### src/design/sdh_pkg.sv
// ----------------------------------------------------------------------------
// sdh_pkg
// Shared widths, codes, reset values and control bundles of the stall-detect
// homing sequencer.
// ----------------------------------------------------------------------------
`default_nettype none

package sdh_pkg;

    localparam int VEL_W      = 24;
    localparam int POS_W      = 32;
    localparam int EPS_W      = 16;
    localparam int LIM_W      = 12;
    localparam int FRAME_W    = 16;
    localparam int AXES_W     = 2;
    localparam int MASK_W     = 3;
    localparam int STAT_W     = 3;
    localparam int CMD_W      = 2;
    localparam int MAX_AXES   = 3;
    localparam int CFG_IDX_W  = 3;
    localparam int CFG_DATA_W = 24;

    localparam int RAMP_LENGTH_DEF = 100;
    localparam int NUM_AXES_DEF    = 3;

    localparam logic [LIM_W-1:0] STILL_MAX = {LIM_W{1'b1}};

    // register reset values
    localparam logic [VEL_W-1:0]   RETRACT_RST = VEL_W'(-24'sd10000);
    localparam logic [EPS_W-1:0]   EPSILON_RST = EPS_W'(50);
    localparam logic [LIM_W-1:0]   LIMIT_RST   = LIM_W'(50);
    localparam logic [FRAME_W-1:0] MAX_SEEK_RST = FRAME_W'(5000);
    localparam logic [AXES_W-1:0]  AXES_RST    = AXES_W'(3);

    // register indexes
    localparam logic [CFG_IDX_W-1:0] CFG_RETRACT_SPEED   = 3'd0;
    localparam logic [CFG_IDX_W-1:0] CFG_STALL_EPSILON   = 3'd1;
    localparam logic [CFG_IDX_W-1:0] CFG_STALL_LIMIT     = 3'd2;
    localparam logic [CFG_IDX_W-1:0] CFG_MAX_SEEK_FRAMES = 3'd3;
    localparam logic [CFG_IDX_W-1:0] CFG_ACTIVE_AXES     = 3'd4;

    typedef enum logic [CMD_W-1:0] {
        CMD_START = 2'd0,
        CMD_TICK  = 2'd1,
        CMD_ABORT = 2'd2
    } t_cmd;

    typedef enum logic [STAT_W-1:0] {
        PH_IDLE    = 3'd0,
        PH_RAMP    = 3'd1,
        PH_SEEK    = 3'd2,
        PH_DONE    = 3'd3,
        PH_TIMEOUT = 3'd4,
        PH_ABORT   = 3'd5
    } t_phase;

    typedef struct packed {
        logic clear;
        logic step;
    } t_ramp_ctl;

    typedef struct packed {
        logic clear;
        logic load;
        logic check;
    } t_axis_ctl;

endpackage

`default_nettype wire

### src/design/sdh_in_if.sv
// ----------------------------------------------------------------------------
// sdh_in_if
// Command channel: command code and three measured axis positions.
// ----------------------------------------------------------------------------
`default_nettype none

interface sdh_in_if;
    logic                             valid;
    logic                             ready;
    logic [sdh_pkg::CMD_W-1:0]        command;
    logic signed [sdh_pkg::POS_W-1:0] position_a;
    logic signed [sdh_pkg::POS_W-1:0] position_b;
    logic signed [sdh_pkg::POS_W-1:0] position_c;

    modport source (output valid, command, position_a, position_b, position_c,
                    input ready);
    modport sink   (input valid, command, position_a, position_b, position_c,
                    output ready);
endinterface

`default_nettype wire

### src/design/sdh_out_if.sv
// ----------------------------------------------------------------------------
// sdh_out_if
// Result channel: per-axis velocity commands, stopped mask and status.
// ----------------------------------------------------------------------------
`default_nettype none

interface sdh_out_if;
    logic                             valid;
    logic                             ready;
    logic signed [sdh_pkg::VEL_W-1:0] velocity_a;
    logic signed [sdh_pkg::VEL_W-1:0] velocity_b;
    logic signed [sdh_pkg::VEL_W-1:0] velocity_c;
    logic [sdh_pkg::MASK_W-1:0]       stopped_mask;
    logic [sdh_pkg::STAT_W-1:0]       status;

    modport source (output valid, velocity_a, velocity_b, velocity_c, stopped_mask,
                    status, input ready);
    modport sink   (input valid, velocity_a, velocity_b, velocity_c, stopped_mask,
                    status, output ready);
endinterface

`default_nettype wire

### src/design/sdh_ramp.sv
// ----------------------------------------------------------------------------
// sdh_ramp
// Ramp velocity generator: retract_speed * i / RAMP_LENGTH truncated toward
// zero, via a tracked reciprocal coefficient ceil(i * 2^SH / RAMP_LENGTH).
// ----------------------------------------------------------------------------
`default_nettype none

module sdh_ramp #(
    parameter int RAMP_LENGTH = sdh_pkg::RAMP_LENGTH_DEF
) (
    input  wire logic                           i_clk,
    input  wire logic                           i_rst_n,
    input  wire sdh_pkg::t_ramp_ctl             i_ctl,
    input  wire logic [sdh_pkg::VEL_W-1:0]      i_retract_speed,
    output logic      [sdh_pkg::VEL_W-1:0]      o_ramp_vel
);

    // shift large enough that |speed| * RAMP_LENGTH < 2^SH keeps the floor exact
    localparam int SCALE_SH  = sdh_pkg::VEL_W - 1 + $clog2(RAMP_LENGTH);
    localparam int COEF_W    = SCALE_SH + 1;
    localparam int RAMP_BITS = (RAMP_LENGTH > 1) ? $clog2(RAMP_LENGTH) : 1;
    localparam int PROD_W    = sdh_pkg::VEL_W + COEF_W;
    localparam logic [COEF_W-1:0] STEP_Q =
        COEF_W'((64'd1 << SCALE_SH) / RAMP_LENGTH);
    localparam logic [RAMP_BITS-1:0] STEP_R =
        RAMP_BITS'((64'd1 << SCALE_SH) % RAMP_LENGTH);
    localparam logic [RAMP_BITS:0] LEN_EXT = (RAMP_BITS+1)'(RAMP_LENGTH);

    logic [COEF_W-1:0]    r_base, n_base;
    logic [RAMP_BITS-1:0] r_rem, n_rem;
    logic [RAMP_BITS:0]   w_rem_sum;
    logic                 w_wrap;
    logic [COEF_W-1:0]    w_coef;
    logic [sdh_pkg::VEL_W-1:0] w_mag, w_quot;
    logic [PROD_W-1:0]    w_prod;

    always_comb begin
        w_rem_sum = {1'b0, r_rem} + {1'b0, STEP_R};
        w_wrap    = (w_rem_sum >= LEN_EXT);
        priority if (i_ctl.clear) begin
            n_base = '0;
            n_rem  = '0;
        end else if (i_ctl.step) begin
            n_base = r_base + STEP_Q + COEF_W'(w_wrap);
            n_rem  = w_wrap ? RAMP_BITS'(w_rem_sum - LEN_EXT) : RAMP_BITS'(w_rem_sum);
        end else begin
            n_base = r_base;
            n_rem  = r_rem;
        end
    end

    always_ff @(posedge i_clk) begin
        if (!i_rst_n) begin
            r_base <= '0;
            r_rem  <= '0;
        end else begin
            r_base <= n_base;
            r_rem  <= n_rem;
        end
    end

    // ceiling of the scaled fraction i / RAMP_LENGTH
    assign w_coef = r_base + COEF_W'(r_rem != '0);

    always_comb begin
        w_mag  = i_retract_speed[sdh_pkg::VEL_W-1] ? (~i_retract_speed + 1'b1)
                                                   : i_retract_speed;
        w_prod = PROD_W'(w_mag) * PROD_W'(w_coef);
        w_quot = w_prod[SCALE_SH +: sdh_pkg::VEL_W];
        o_ramp_vel = i_retract_speed[sdh_pkg::VEL_W-1] ? (~w_quot + 1'b1) : w_quot;
    end

endmodule

`default_nettype wire

### src/design/sdh_axis.sv
// ----------------------------------------------------------------------------
// sdh_axis
// Per-axis stall detector: movement window, still-frame counter and
// stopped flag.
// ----------------------------------------------------------------------------
`default_nettype none

module sdh_axis (
    input  wire logic                        i_clk,
    input  wire logic                        i_rst_n,
    input  wire sdh_pkg::t_axis_ctl          i_ctl,
    input  wire logic [sdh_pkg::POS_W-1:0]   i_position,
    input  wire logic [sdh_pkg::EPS_W-1:0]   i_epsilon,
    input  wire logic [sdh_pkg::LIM_W-1:0]   i_limit,
    output logic                             o_stopped,
    output logic                             o_stopped_nxt
);

    localparam int DIFF_W = sdh_pkg::POS_W + 1;

    logic [sdh_pkg::POS_W-1:0] r_window, n_window;
    logic [sdh_pkg::LIM_W-1:0] r_still, n_still;
    logic                      r_stopped, n_stopped;

    logic [sdh_pkg::POS_W-1:0] w_win_eff;
    logic [sdh_pkg::LIM_W-1:0] w_still_eff, w_still_inc;
    logic [DIFF_W-1:0]         w_diff, w_moved;
    logic                      w_moving;

    always_comb begin
        // entering seek loads the window from this beat's position
        w_win_eff   = i_ctl.load ? i_position : r_window;
        w_still_eff = i_ctl.load ? '0 : r_still;
        w_diff      = {i_position[sdh_pkg::POS_W-1], i_position}
                    - {w_win_eff[sdh_pkg::POS_W-1], w_win_eff};
        w_moved     = w_diff[DIFF_W-1] ? (~w_diff + 1'b1) : w_diff;
        w_moving    = (w_moved > DIFF_W'(i_epsilon));
        w_still_inc = (w_still_eff == sdh_pkg::STILL_MAX) ? w_still_eff
                                                          : w_still_eff + 1'b1;

        n_window  = w_win_eff;
        n_still   = w_still_eff;
        n_stopped = r_stopped;
        priority if (i_ctl.clear) begin
            n_still   = '0;
            n_stopped = 1'b0;
        end else if (i_ctl.check && !r_stopped) begin
            if (w_moving) begin
                n_window = i_position;
                n_still  = '0;
            end else begin
                n_still = w_still_inc;
                if (w_still_inc >= i_limit) begin
                    n_stopped = 1'b1;
                end
            end
        end else begin
            n_stopped = r_stopped;
        end
    end

    always_ff @(posedge i_clk) begin
        r_window <= n_window;
    end

    always_ff @(posedge i_clk) begin
        if (!i_rst_n) begin
            r_still   <= '0;
            r_stopped <= 1'b0;
        end else begin
            r_still   <= n_still;
            r_stopped <= n_stopped;
        end
    end

    assign o_stopped     = r_stopped;
    assign o_stopped_nxt = n_stopped;

endmodule

`default_nettype wire

### src/design/stall_detect_homing_sequencer_unit.sv
// ----------------------------------------------------------------------------
// stall_detect_homing_sequencer_unit
// Homes up to three axes by driving them into their mechanical stops.
// ----------------------------------------------------------------------------
// Usage:
//   i_cmd carries one beat per control frame: start, frame tick with the
//   three measured positions, or abort. o_res returns exactly one beat per
//   command beat: three velocity commands, the stopped mask and the status.
//   Registers are written through i_cfg_we / i_cfg_idx / i_cfg_wdata, one per
//   cycle, by the user only while no command is in flight (not enforced).
// Pipeline and throughput:
//   A command beat is held in the input register, is evaluated by the ramp
//   multiplier and the per-axis window compares, and is registered into the
//   result register that drives o_res. One beat per cycle is taken while
//   o_res.ready holds; the ramp uses one 24 x 31 bit multiply.
// Stalls:
//   The result register holds its beat until o_res.ready; the input register
//   keeps accepting as long as the result can move, so a stalled receiver
//   backs up into i_cmd.ready after one buffered beat.
// Reset:
//   Synchronous, active low. Phase returns to idle, counts and stopped flags
//   clear, registers take their default values; no clearing pass is needed.
// ----------------------------------------------------------------------------
`default_nettype none

module stall_detect_homing_sequencer_unit #(
    parameter int RAMP_LENGTH = sdh_pkg::RAMP_LENGTH_DEF,
    parameter int NUM_AXES    = sdh_pkg::NUM_AXES_DEF
) (
    input  wire logic                              i_clk,
    input  wire logic                              i_rst_n,
    sdh_in_if.sink                                 i_cmd,
    sdh_out_if.source                              o_res,
    input  wire logic                              i_cfg_we,
    input  wire logic [sdh_pkg::CFG_IDX_W-1:0]     i_cfg_idx,
    input  wire logic [sdh_pkg::CFG_DATA_W-1:0]    i_cfg_wdata
);

    localparam int NA = sdh_pkg::MAX_AXES;

    // configuration
    logic [sdh_pkg::VEL_W-1:0]   r_retract_speed;
    logic [sdh_pkg::EPS_W-1:0]   r_stall_epsilon;
    logic [sdh_pkg::LIM_W-1:0]   r_stall_limit;
    logic [sdh_pkg::FRAME_W-1:0] r_max_seek;
    logic [sdh_pkg::AXES_W-1:0]  r_active_axes;

    // input register
    logic                        r_in_vld;
    logic [sdh_pkg::CMD_W-1:0]   r_in_cmd;
    logic [sdh_pkg::POS_W-1:0]   r_in_pos [NA];

    // result register
    logic                        r_out_vld;
    logic [sdh_pkg::VEL_W-1:0]   r_out_vel [NA];
    logic [sdh_pkg::MASK_W-1:0]  r_out_mask;
    logic [sdh_pkg::STAT_W-1:0]  r_out_status;

    // run state
    sdh_pkg::t_phase             r_phase, n_phase;
    logic [sdh_pkg::FRAME_W-1:0] r_frame, n_frame;

    logic                        w_adv, w_in_beat;
    logic                        w_start, w_abort, w_tick;
    logic                        w_ramp_tick, w_seek_tick, w_seek_entry;
    logic                        w_all_stopped, w_timeout, w_timeout_fire;
    logic [sdh_pkg::FRAME_W-1:0] w_seek_base, w_seek_inc;
    logic [NA-1:0]               w_active, w_stopped, w_stop_nxt;
    logic [sdh_pkg::VEL_W-1:0]   w_ramp_vel;
    logic [sdh_pkg::VEL_W-1:0]   w_vel [NA];
    sdh_pkg::t_ramp_ctl          w_ramp_ctl;
    sdh_pkg::t_axis_ctl          w_axis_ctl [NA];

    // ------------------------------------------------------------------
    // handshake
    assign w_adv       = r_in_vld & (~r_out_vld | o_res.ready);
    assign i_cmd.ready = ~r_in_vld | w_adv;
    assign w_in_beat   = i_cmd.valid & i_cmd.ready;

    always_ff @(posedge i_clk) begin
        if (!i_rst_n) begin
            r_in_vld <= 1'b0;
        end else begin
            r_in_vld <= w_in_beat | (r_in_vld & ~w_adv);
        end
    end

    always_ff @(posedge i_clk) begin
        if (w_in_beat) begin
            r_in_cmd    <= i_cmd.command;
            r_in_pos[0] <= i_cmd.position_a;
            r_in_pos[1] <= i_cmd.position_b;
            r_in_pos[2] <= i_cmd.position_c;
        end
    end

    // ------------------------------------------------------------------
    // configuration registers
    always_ff @(posedge i_clk) begin
        if (!i_rst_n) begin
            r_retract_speed <= sdh_pkg::RETRACT_RST;
            r_stall_epsilon <= sdh_pkg::EPSILON_RST;
            r_stall_limit   <= sdh_pkg::LIMIT_RST;
            r_max_seek      <= sdh_pkg::MAX_SEEK_RST;
            r_active_axes   <= sdh_pkg::AXES_RST;
        end else if (i_cfg_we) begin
            unique case (i_cfg_idx)
                sdh_pkg::CFG_RETRACT_SPEED: begin
                    r_retract_speed <= i_cfg_wdata[sdh_pkg::VEL_W-1:0];
                end
                sdh_pkg::CFG_STALL_EPSILON: begin
                    r_stall_epsilon <= i_cfg_wdata[sdh_pkg::EPS_W-1:0];
                end
                sdh_pkg::CFG_STALL_LIMIT: begin
                    r_stall_limit <= i_cfg_wdata[sdh_pkg::LIM_W-1:0];
                end
                sdh_pkg::CFG_MAX_SEEK_FRAMES: begin
                    r_max_seek <= i_cfg_wdata[sdh_pkg::FRAME_W-1:0];
                end
                sdh_pkg::CFG_ACTIVE_AXES: begin
                    r_active_axes <= i_cfg_wdata[sdh_pkg::AXES_W-1:0];
                end
                default: begin
                end
            endcase
        end
    end

    // ------------------------------------------------------------------
    // command decode
    assign w_start = w_adv & (r_in_cmd == sdh_pkg::CMD_START);
    assign w_abort = w_adv & (r_in_cmd == sdh_pkg::CMD_ABORT);
    assign w_tick  = w_adv & (r_in_cmd == sdh_pkg::CMD_TICK);

    assign w_ramp_tick  = w_tick & (r_phase == sdh_pkg::PH_RAMP)
                        & (r_frame < sdh_pkg::FRAME_W'(RAMP_LENGTH));
    assign w_seek_entry = w_tick & (r_phase == sdh_pkg::PH_RAMP)
                        & (r_frame >= sdh_pkg::FRAME_W'(RAMP_LENGTH));
    assign w_seek_tick  = w_seek_entry | (w_tick & (r_phase == sdh_pkg::PH_SEEK));

    // ------------------------------------------------------------------
    // ramp generator and axes
    assign w_ramp_ctl.clear = w_start;
    assign w_ramp_ctl.step  = w_ramp_tick;

    sdh_ramp #(
        .RAMP_LENGTH (RAMP_LENGTH)
    ) u_ramp (
        .i_clk           (i_clk),
        .i_rst_n         (i_rst_n),
        .i_ctl           (w_ramp_ctl),
        .i_retract_speed (r_retract_speed),
        .o_ramp_vel      (w_ramp_vel)
    );

    for (genvar k = 0; k < NA; k++) begin : g_axis
        if (k < NUM_AXES) begin : g_used
            assign w_active[k]         = ({1'b0, r_active_axes} > 3'(k));
            assign w_axis_ctl[k].clear = w_start;
            assign w_axis_ctl[k].load  = w_seek_entry;
            assign w_axis_ctl[k].check = w_seek_tick & w_active[k];

            sdh_axis u_axis (
                .i_clk         (i_clk),
                .i_rst_n       (i_rst_n),
                .i_ctl         (w_axis_ctl[k]),
                .i_position    (r_in_pos[k]),
                .i_epsilon     (r_stall_epsilon),
                .i_limit       (r_stall_limit),
                .o_stopped     (w_stopped[k]),
                .o_stopped_nxt (w_stop_nxt[k])
            );
        end else begin : g_unused
            assign w_active[k]   = 1'b0;
            assign w_axis_ctl[k] = '0;
            assign w_stopped[k]  = 1'b0;
            assign w_stop_nxt[k] = 1'b0;
        end
    end

    // ------------------------------------------------------------------
    // seek bookkeeping
    always_comb begin
        w_all_stopped  = &(w_stop_nxt | ~w_active);
        w_seek_base    = w_seek_entry ? '0 : r_frame;
        w_seek_inc     = w_seek_base + 1'b1;
        w_timeout      = (w_seek_inc >= r_max_seek) || (w_seek_inc == '0);
        w_timeout_fire = w_seek_tick & ~w_all_stopped & w_timeout;
    end

    // next phase
    always_comb begin
        priority if (w_start) begin
            n_phase = sdh_pkg::PH_RAMP;
        end else if (w_abort) begin
            n_phase = sdh_pkg::PH_ABORT;
        end else if (w_seek_tick) begin
            if (w_all_stopped) begin
                n_phase = sdh_pkg::PH_DONE;
            end else if (w_timeout) begin
                n_phase = sdh_pkg::PH_TIMEOUT;
            end else begin
                n_phase = sdh_pkg::PH_SEEK;
            end
        end else begin
            n_phase = r_phase;
        end
    end

    // frame counter and velocity outputs
    always_comb begin
        priority if (w_start) begin
            n_frame = '0;
        end else if (w_ramp_tick) begin
            n_frame = r_frame + 1'b1;
        end else if (w_seek_tick) begin
            n_frame = w_all_stopped ? w_seek_base : w_seek_inc;
        end else begin
            n_frame = r_frame;
        end

        for (int k = 0; k < NA; k++) begin
            w_vel[k] = '0;
            if (w_ramp_tick && w_active[k]) begin
                w_vel[k] = w_ramp_vel;
            end else if (w_seek_tick && w_active[k] && !w_stop_nxt[k]
                         && !w_timeout_fire) begin
                w_vel[k] = r_retract_speed;
            end
        end
    end

    always_ff @(posedge i_clk) begin
        if (!i_rst_n) begin
            r_phase <= sdh_pkg::PH_IDLE;
            r_frame <= '0;
        end else begin
            r_phase <= n_phase;
            r_frame <= n_frame;
        end
    end

    // ------------------------------------------------------------------
    // result register
    always_ff @(posedge i_clk) begin
        if (!i_rst_n) begin
            r_out_vld <= 1'b0;
        end else begin
            r_out_vld <= w_adv | (r_out_vld & ~o_res.ready);
        end
    end

    always_ff @(posedge i_clk) begin
        if (w_adv) begin
            r_out_vel    <= w_vel;
            r_out_mask   <= w_stop_nxt;
            r_out_status <= sdh_pkg::STAT_W'(n_phase);
        end
    end

    assign o_res.valid        = r_out_vld;
    assign o_res.velocity_a   = r_out_vel[0];
    assign o_res.velocity_b   = r_out_vel[1];
    assign o_res.velocity_c   = r_out_vel[2];
    assign o_res.stopped_mask = r_out_mask;
    assign o_res.status       = r_out_status;

    // ------------------------------------------------------------------
    // assertions
    a_no_stop_before_seek: assert property (@(posedge i_clk) disable iff (!i_rst_n)
        (r_phase == sdh_pkg::PH_IDLE || r_phase == sdh_pkg::PH_RAMP) |-> (w_stopped == '0))
        else $error("axis marked stopped before seeking began");

    a_beat_reaches_result: assert property (@(posedge i_clk) disable iff (!i_rst_n)
        w_adv |=> r_out_vld)
        else $error("evaluated beat did not reach the result register");

    a_input_holds: assert property (@(posedge i_clk) disable iff (!i_rst_n)
        (r_in_vld && !w_adv) |=> (r_in_vld && $stable(r_in_cmd)))
        else $error("blocked input beat was lost or changed");

    a_timeout_quiet: assert property (@(posedge i_clk) disable iff (!i_rst_n)
        (r_out_vld && r_out_status == sdh_pkg::PH_TIMEOUT)
        |-> (r_out_vel[0] == '0 && r_out_vel[1] == '0 && r_out_vel[2] == '0))
        else $error("nonzero velocity reported with timeout status");

endmodule

`default_nettype wire
### src/flat_wrapper.sv
// flat-port wrapper written by rule: the top's interface ports become plain ports
module stall_detect_homing_sequencer_unit_flat 
#(
    parameter int RAMP_LENGTH = sdh_pkg::RAMP_LENGTH_DEF,
    parameter int NUM_AXES    = sdh_pkg::NUM_AXES_DEF
)
  (i_clk, i_rst_n, i_cfg_we, i_cfg_idx, i_cfg_wdata, i_cmd_valid, i_cmd_command, i_cmd_position_a, i_cmd_position_b, i_cmd_position_c, i_cmd_ready, o_res_valid, o_res_velocity_a, o_res_velocity_b, o_res_velocity_c, o_res_stopped_mask, o_res_status, o_res_ready);
  sdh_in_if i_cmd_i ();
  sdh_out_if o_res_i ();
  input  wire logic i_clk;
  input  wire logic i_rst_n;
  input  wire logic i_cfg_we;
  input  wire logic [sdh_pkg::CFG_IDX_W-1:0] i_cfg_idx;
  input  wire logic [sdh_pkg::CFG_DATA_W-1:0] i_cfg_wdata;
  input wire logic [$bits(i_cmd_i.valid)-1:0] i_cmd_valid;
  input wire logic [$bits(i_cmd_i.command)-1:0] i_cmd_command;
  input wire logic [$bits(i_cmd_i.position_a)-1:0] i_cmd_position_a;
  input wire logic [$bits(i_cmd_i.position_b)-1:0] i_cmd_position_b;
  input wire logic [$bits(i_cmd_i.position_c)-1:0] i_cmd_position_c;
  output wire logic [$bits(i_cmd_i.ready)-1:0] i_cmd_ready;
  output wire logic [$bits(o_res_i.valid)-1:0] o_res_valid;
  output wire logic [$bits(o_res_i.velocity_a)-1:0] o_res_velocity_a;
  output wire logic [$bits(o_res_i.velocity_b)-1:0] o_res_velocity_b;
  output wire logic [$bits(o_res_i.velocity_c)-1:0] o_res_velocity_c;
  output wire logic [$bits(o_res_i.stopped_mask)-1:0] o_res_stopped_mask;
  output wire logic [$bits(o_res_i.status)-1:0] o_res_status;
  input wire logic [$bits(o_res_i.ready)-1:0] o_res_ready;
  assign i_cmd_i.valid = i_cmd_valid;
  assign i_cmd_i.command = i_cmd_command;
  assign i_cmd_i.position_a = i_cmd_position_a;
  assign i_cmd_i.position_b = i_cmd_position_b;
  assign i_cmd_i.position_c = i_cmd_position_c;
  assign i_cmd_ready = i_cmd_i.ready;
  assign o_res_valid = o_res_i.valid;
  assign o_res_velocity_a = o_res_i.velocity_a;
  assign o_res_velocity_b = o_res_i.velocity_b;
  assign o_res_velocity_c = o_res_i.velocity_c;
  assign o_res_stopped_mask = o_res_i.stopped_mask;
  assign o_res_status = o_res_i.status;
  assign o_res_i.ready = o_res_ready;
  stall_detect_homing_sequencer_unit #(.RAMP_LENGTH(RAMP_LENGTH), .NUM_AXES(NUM_AXES)) u_core (.i_clk(i_clk), .i_rst_n(i_rst_n), .i_cmd(i_cmd_i), .o_res(o_res_i), .i_cfg_we(i_cfg_we), .i_cfg_idx(i_cfg_idx), .i_cfg_wdata(i_cfg_wdata));
endmodule
### config.mk
export PLATFORM = sky130hd
export DESIGN_NAME = stall_detect_homing_sequencer_unit_flat
export DESIGN_NICKNAME = d
export VERILOG_FILES = /design/src/design/sdh_pkg.sv /design/src/design/sdh_in_if.sv /design/src/design/sdh_out_if.sv /design/src/design/sdh_ramp.sv /design/src/design/sdh_axis.sv /design/src/design/stall_detect_homing_sequencer_unit.sv /design/src/flat_wrapper.sv
export SDC_FILE = /design/constraint.sdc
export NUM_CORES = 2
export LEC_CHECK = 0
export BUFFER_PORTS_ARGS = -buffer_cell sky130_fd_sc_hd__buf_2
export CAP_MARGIN = 5
export CORE_ASPECT_RATIO = 0.5
export CORE_MARGIN = 8
export CORE_UTILIZATION = 59
export DETAILED_ROUTE_END_ITERATION = 8
export PLACE_DENSITY = 0.79
export SLEW_MARGIN = 5
export SYNTH_ARGS = -nofsm -noshare
export SYNTH_HDL_FRONTEND = slang
export SYNTH_HIERARCHICAL = 1
export SYNTH_SLANG_ARGS = --single-unit
export TNS_END_PERCENT = 20
### constraint.sdc
create_clock -name i_clk -period 10.5 [get_ports i_clk]
set_input_delay 1.05 -clock i_clk [delete_from_list [all_inputs] [get_ports i_clk]]
set_output_delay 1.05 -clock i_clk [all_outputs]
set_load 0.005 [all_outputs]
==> flow_summary.ini <==
[final_layout]
final_net_count = 8125
flow.area_growth_from_synthesis_pct = 11.7
postLayoutCellArea_um2 = 63100
most_used_cells_in_the_layout_excluding_fill_and_tap_cells = 947 x sky130_fd_sc_hd__inv_1, 911 x sky130_fd_sc_hd__nand2_1, 622 x sky130_fd_sc_hd__fa_1
final_layout_size_suffix_gt1_share_pct = 13.1
most_common_library_cell_in_the_layout_ignoring_fill_and_taps = sky130_fd_sc_hd__inv_1
final_core_util_pct = 66.4
layout.filler_cells = 7627

[die]
die_height_um = 235
floorplan.rows = 80
placeableCoreArea_um2 = 95100
chipWidth_um = 454
dieArea_um2 = 107000
number_of_top_level_pins = 210
floorplan.initialDensity_pct = 59.4

[place]
dpl_worst_slack_ns = -0.0608
globalplace.congestion = 1.02
placedInstanceArea_um2 = 60500
port-buffer-count = 209
post-dp-hpwl_um = 132000

[setup_path]
critPathCaptureType = register
timing.critical_path.required_ns = 10.86
reg2reg_slack_ns = 0.11
worst_path_max_delay_cell = sky130_fd_sc_hd__or4b_4
timing.critical_path.slowest_cell_delay_ns = 0.65
path_class = reg2reg
worstPathMaxFanout = 7
critical_path_arrival_ns = 10.74
crit_path_frequent_cell = sky130_fd_sc_hd__fa_1
critPathLaunchType = register

[sta]
finalWorstPathRequiredPeriod_ns = 10.39
tightestPinTransition_ns = 1.23
clock-skew-final_ns = 0.0236
layout_setup_ws_ns = 0.111
drv_slew = 0
relSlewSlack_pct = 17.4
setup_viol = 0
total_count_of_hold_check_failures_in_the_final_report = 0
layout_worst_path_cycle_share_pct = 98.9
highest_clock_frequency_the_design_can_meet_mhz = 96.3

[logic_synthesis]
synth.lib_cells_used.distinct = 114
synth.mux.area_fraction_pct = 3.77
syn_area_um2 = 56500
synth-adder-area-share_pct = 31.3
synth_enable_flop_cells = 176
synth_largest_area_cell = sky130_fd_sc_hd__fa_1
ys_seq_area_share_pct = 18.6
compound_gate_fraction_of_synth_area_pct = 14.4
synthesis.instances = 6655
postSynthAreaPerCell_um2 = 8.49
synth_seq_cells = 438
async_reset_ff_share_pct = 0
synth_fp_nets = 7815
synth-main-ff-cell = sky130_fd_sc_hd__dfxtp_1
synth_largest_type_area_fraction_pct = 22.6
share_of_the_synthesized_netlist_area_taken_by_xor_and_xnor_gates_pct = 4.49
synth.area.top_cells = sky130_fd_sc_hd__fa_1 23%, sky130_fd_sc_hd__edfxtp_1 9.4%, sky130_fd_sc_hd__dfxtp_1 9.3%
largest_family_of_logic_cells_by_synthesized_area = adder cells
yosys_warnings = 6
synth_simple_gate_area_share_pct = 18.7

[pwr]
power.leakage_nw = 28.7
power.share.combinational_pct = 21.3
internal_power_consumption_mw = 3.09
power.switching_fraction_pct = 30.8
power_density_nw_per_um2 = 70.9
power.switching_mw = 1.38
worst_ir_drop_vdd_v = 0.000138
pwr-share-seq_pct = 41.5
clkPwrFrac_pct = 37.2
design_power_total_mw = 4.47

[detailed_routing]
dr.pass1.iters = 6
via_count = 49700
detail_route.vias_per_cell = 6.00
drt_first_iter_violations = 4707
highest-signal-layer = met5
total_wire_length_um = 167000
drt-met1-wl_um = 65400
drc = 0
route.antenna.remaining_nets = 0
routed-wl-met3_um = 16100
met2_length_um = 76100
route.detailed.wl_per_inst_um = 20.2

[clocking]
clock_buffers_created_by_tritoncts = 45
number_of_clock_sinks_seen_by_cts = 438
clk_transition_reported_paths_ns = 0.07
insertion_delay_ns = 0.61
cts.htree.levels = 2
clock_tree_from_tritoncts = yes
ctsRootBufferMaster = sky130_fd_sc_hd__clkbuf_16
cts-root-to-sink-buffers = 3
post_cts_hold_buffer_count = 0

[global_routing]
gr-usage-all-layers_pct = 30.4
pin_count_of_the_biggest_net_entering_global_routing = 79
grt_overflow = 0
vias_in_the_first_global_route = 48900
antenna_violations_before_repair = 3
grt_pass1_wl_um = 264000

[run]
maximum_capacitance_violations = 0

[hold_path]
hold_path.class = reg2reg

[outcome]
outcome = finished clean
-- flip-flops by register name, summed over array words and instances (netlist names), 24 cells and up --
signal,flops
u_core/g_axis.g_used.u_axis/r_window,96
u_core/r_in_pos,96
u_core/g_axis.g_used.u_axis/r_still,36
u_core/u_ramp/r_base,31
u_core/o_res.velocity_a,24
u_core/o_res.velocity_b,24
u_core/o_res.velocity_c,24
u_core/r_retract_speed,24
-- cells in the mapped netlist, types with 30 or more instances --
cell type                  count
sky130_fd_sc_hd__xnor2_1     175
sky130_fd_sc_hd__nand3_1     147
sky130_fd_sc_hd__o21ai_0     234
sky130_fd_sc_hd__and3_1       34
sky130_fd_sc_hd__nand2b_1     44
sky130_fd_sc_hd__nor2_1      591
sky130_fd_sc_hd__and2_1       73
sky130_fd_sc_hd__nor4_1       33
sky130_fd_sc_hd__mux2i_1     196
sky130_fd_sc_hd__xor2_1      115
sky130_fd_sc_hd__a211o_1      30
sky130_fd_sc_hd__o21ai_1      43
sky130_fd_sc_hd__a31oi_1      34
sky130_fd_sc_hd__dfxtp_1     262
sky130_fd_sc_hd__or3_1        55
sky130_fd_sc_hd__o211ai_1     48
sky130_fd_sc_hd__edfxtp_1    176
sky130_fd_sc_hd__nor2b_1      52
sky130_fd_sc_hd__nand4_1      81
sky130_fd_sc_hd__or2_2        30
sky130_fd_sc_hd__buf_2        46
sky130_fd_sc_hd__ha_1        393
sky130_fd_sc_hd__clkbuf_1    221
sky130_fd_sc_hd__nor3_1       89
sky130_fd_sc_hd__a21oi_1     283
sky130_fd_sc_hd__o21a_1       41
sky130_fd_sc_hd__nand2_1     914
sky130_fd_sc_hd__o31ai_1      33
sky130_fd_sc_hd__a211oi_1     53
sky130_fd_sc_hd__inv_1       951
sky130_fd_sc_hd__fa_1        637
sky130_fd_sc_hd__a21o_1       78
-- power by group through the flow --
stage / Sequential, mW / Combinational [mW] / Clock (mW)
finish: 1.86 / 0.952 / 1.66
global route: 1.86 / 1.03 / 1.75
CTS: 1.86 / 0.921 / 1.69
detailed placement: 1.89 / 0.915 / 0
global placement: 1.89 / 0.897 / 0
floorplan: 1.88 / 0.616 / 0
-- area by class of cell --
type	instances	area [um^2]	share of cell area [%]
timing repair buffer	560	4130	6.54
clock buffer	58	1200	1.91
inverter	953	3580	5.67
multi-input combinational	4967	41800	66.2
clock inverter	26	290	0.460
sequential	438	10500	16.7
antenna	1	2.50	0.00396
tap	1271	1590	2.52
-- worst max-delay path, delay by kind of cell (launching register included) --
family          cells  cell delay (ns)
simple gates        8             2.82
xor+xnor            2             0.32
buf+inv             6             0.76
compound gates      8             1.95
flops               1             0.31
fa+ha+maj           8             3.91
-- through the flow --
step / hold slack (ns) / std cells / setup TNS, ns
6_report: 0.457 / 8274 / 0
5_1_grt: 0.482 / 8274 / -0.398
4_1_cts: 0.455 / 8230 / 0
3_5_place_dp: 0.446 / 8142 / -0.167
3_3_place_gp: 0.443 / 8142 / 0
2_1_floorplan: 0.436 / 6655 / 0
-- cell families after synthesis --
kind of cell             Yosys count
XOR/XNOR                         290
buffers and inverters           1250
AND/OR/NAND/NOR                 2259
adder cells (fa/ha/maj)         1030
multiplexers                     210
AO/OA/AOI/OAI                   1178
flip-flops                       438
-- path summary, 6_finish.rpt --
kind,startpoint,end,cells after the start
setup / recovery,u_core/r_retract_speed[0]$_SDFFE_PN0P_,u_core/o_res.velocity_c[23]$_DFFE_PP_,32
hold / removal,u_core/r_max_seek[5]$_SDFFE_PN0P_,u_core/r_max_seek[5]$_SDFFE_PN0P_,2
setup reg to reg,u_core/r_retract_speed[0]$_SDFFE_PN0P_,u_core/o_res.velocity_c[23]$_DFFE_PP_,32
hold reg to reg,u_core/r_max_seek[5]$_SDFFE_PN0P_,u_core/r_max_seek[5]$_SDFFE_PN0P_,2
-- metal layers --
metal,track usage (%),vias to the layer above
met1,38.6,23900
met5,0,-
met4,14.2,4
met2,49.0,2382
met3,7.14,543
li1,-,22900
-- what timing repair did --
action                                  4_1_cts  5_1_grt
cloned                                        0        2
setup buffers                                 4       41
endpoints found under the setup margin       15       55
pin swaps                                     3       70
resized for setup                             7      162
(Power assumes the default switching activity.)
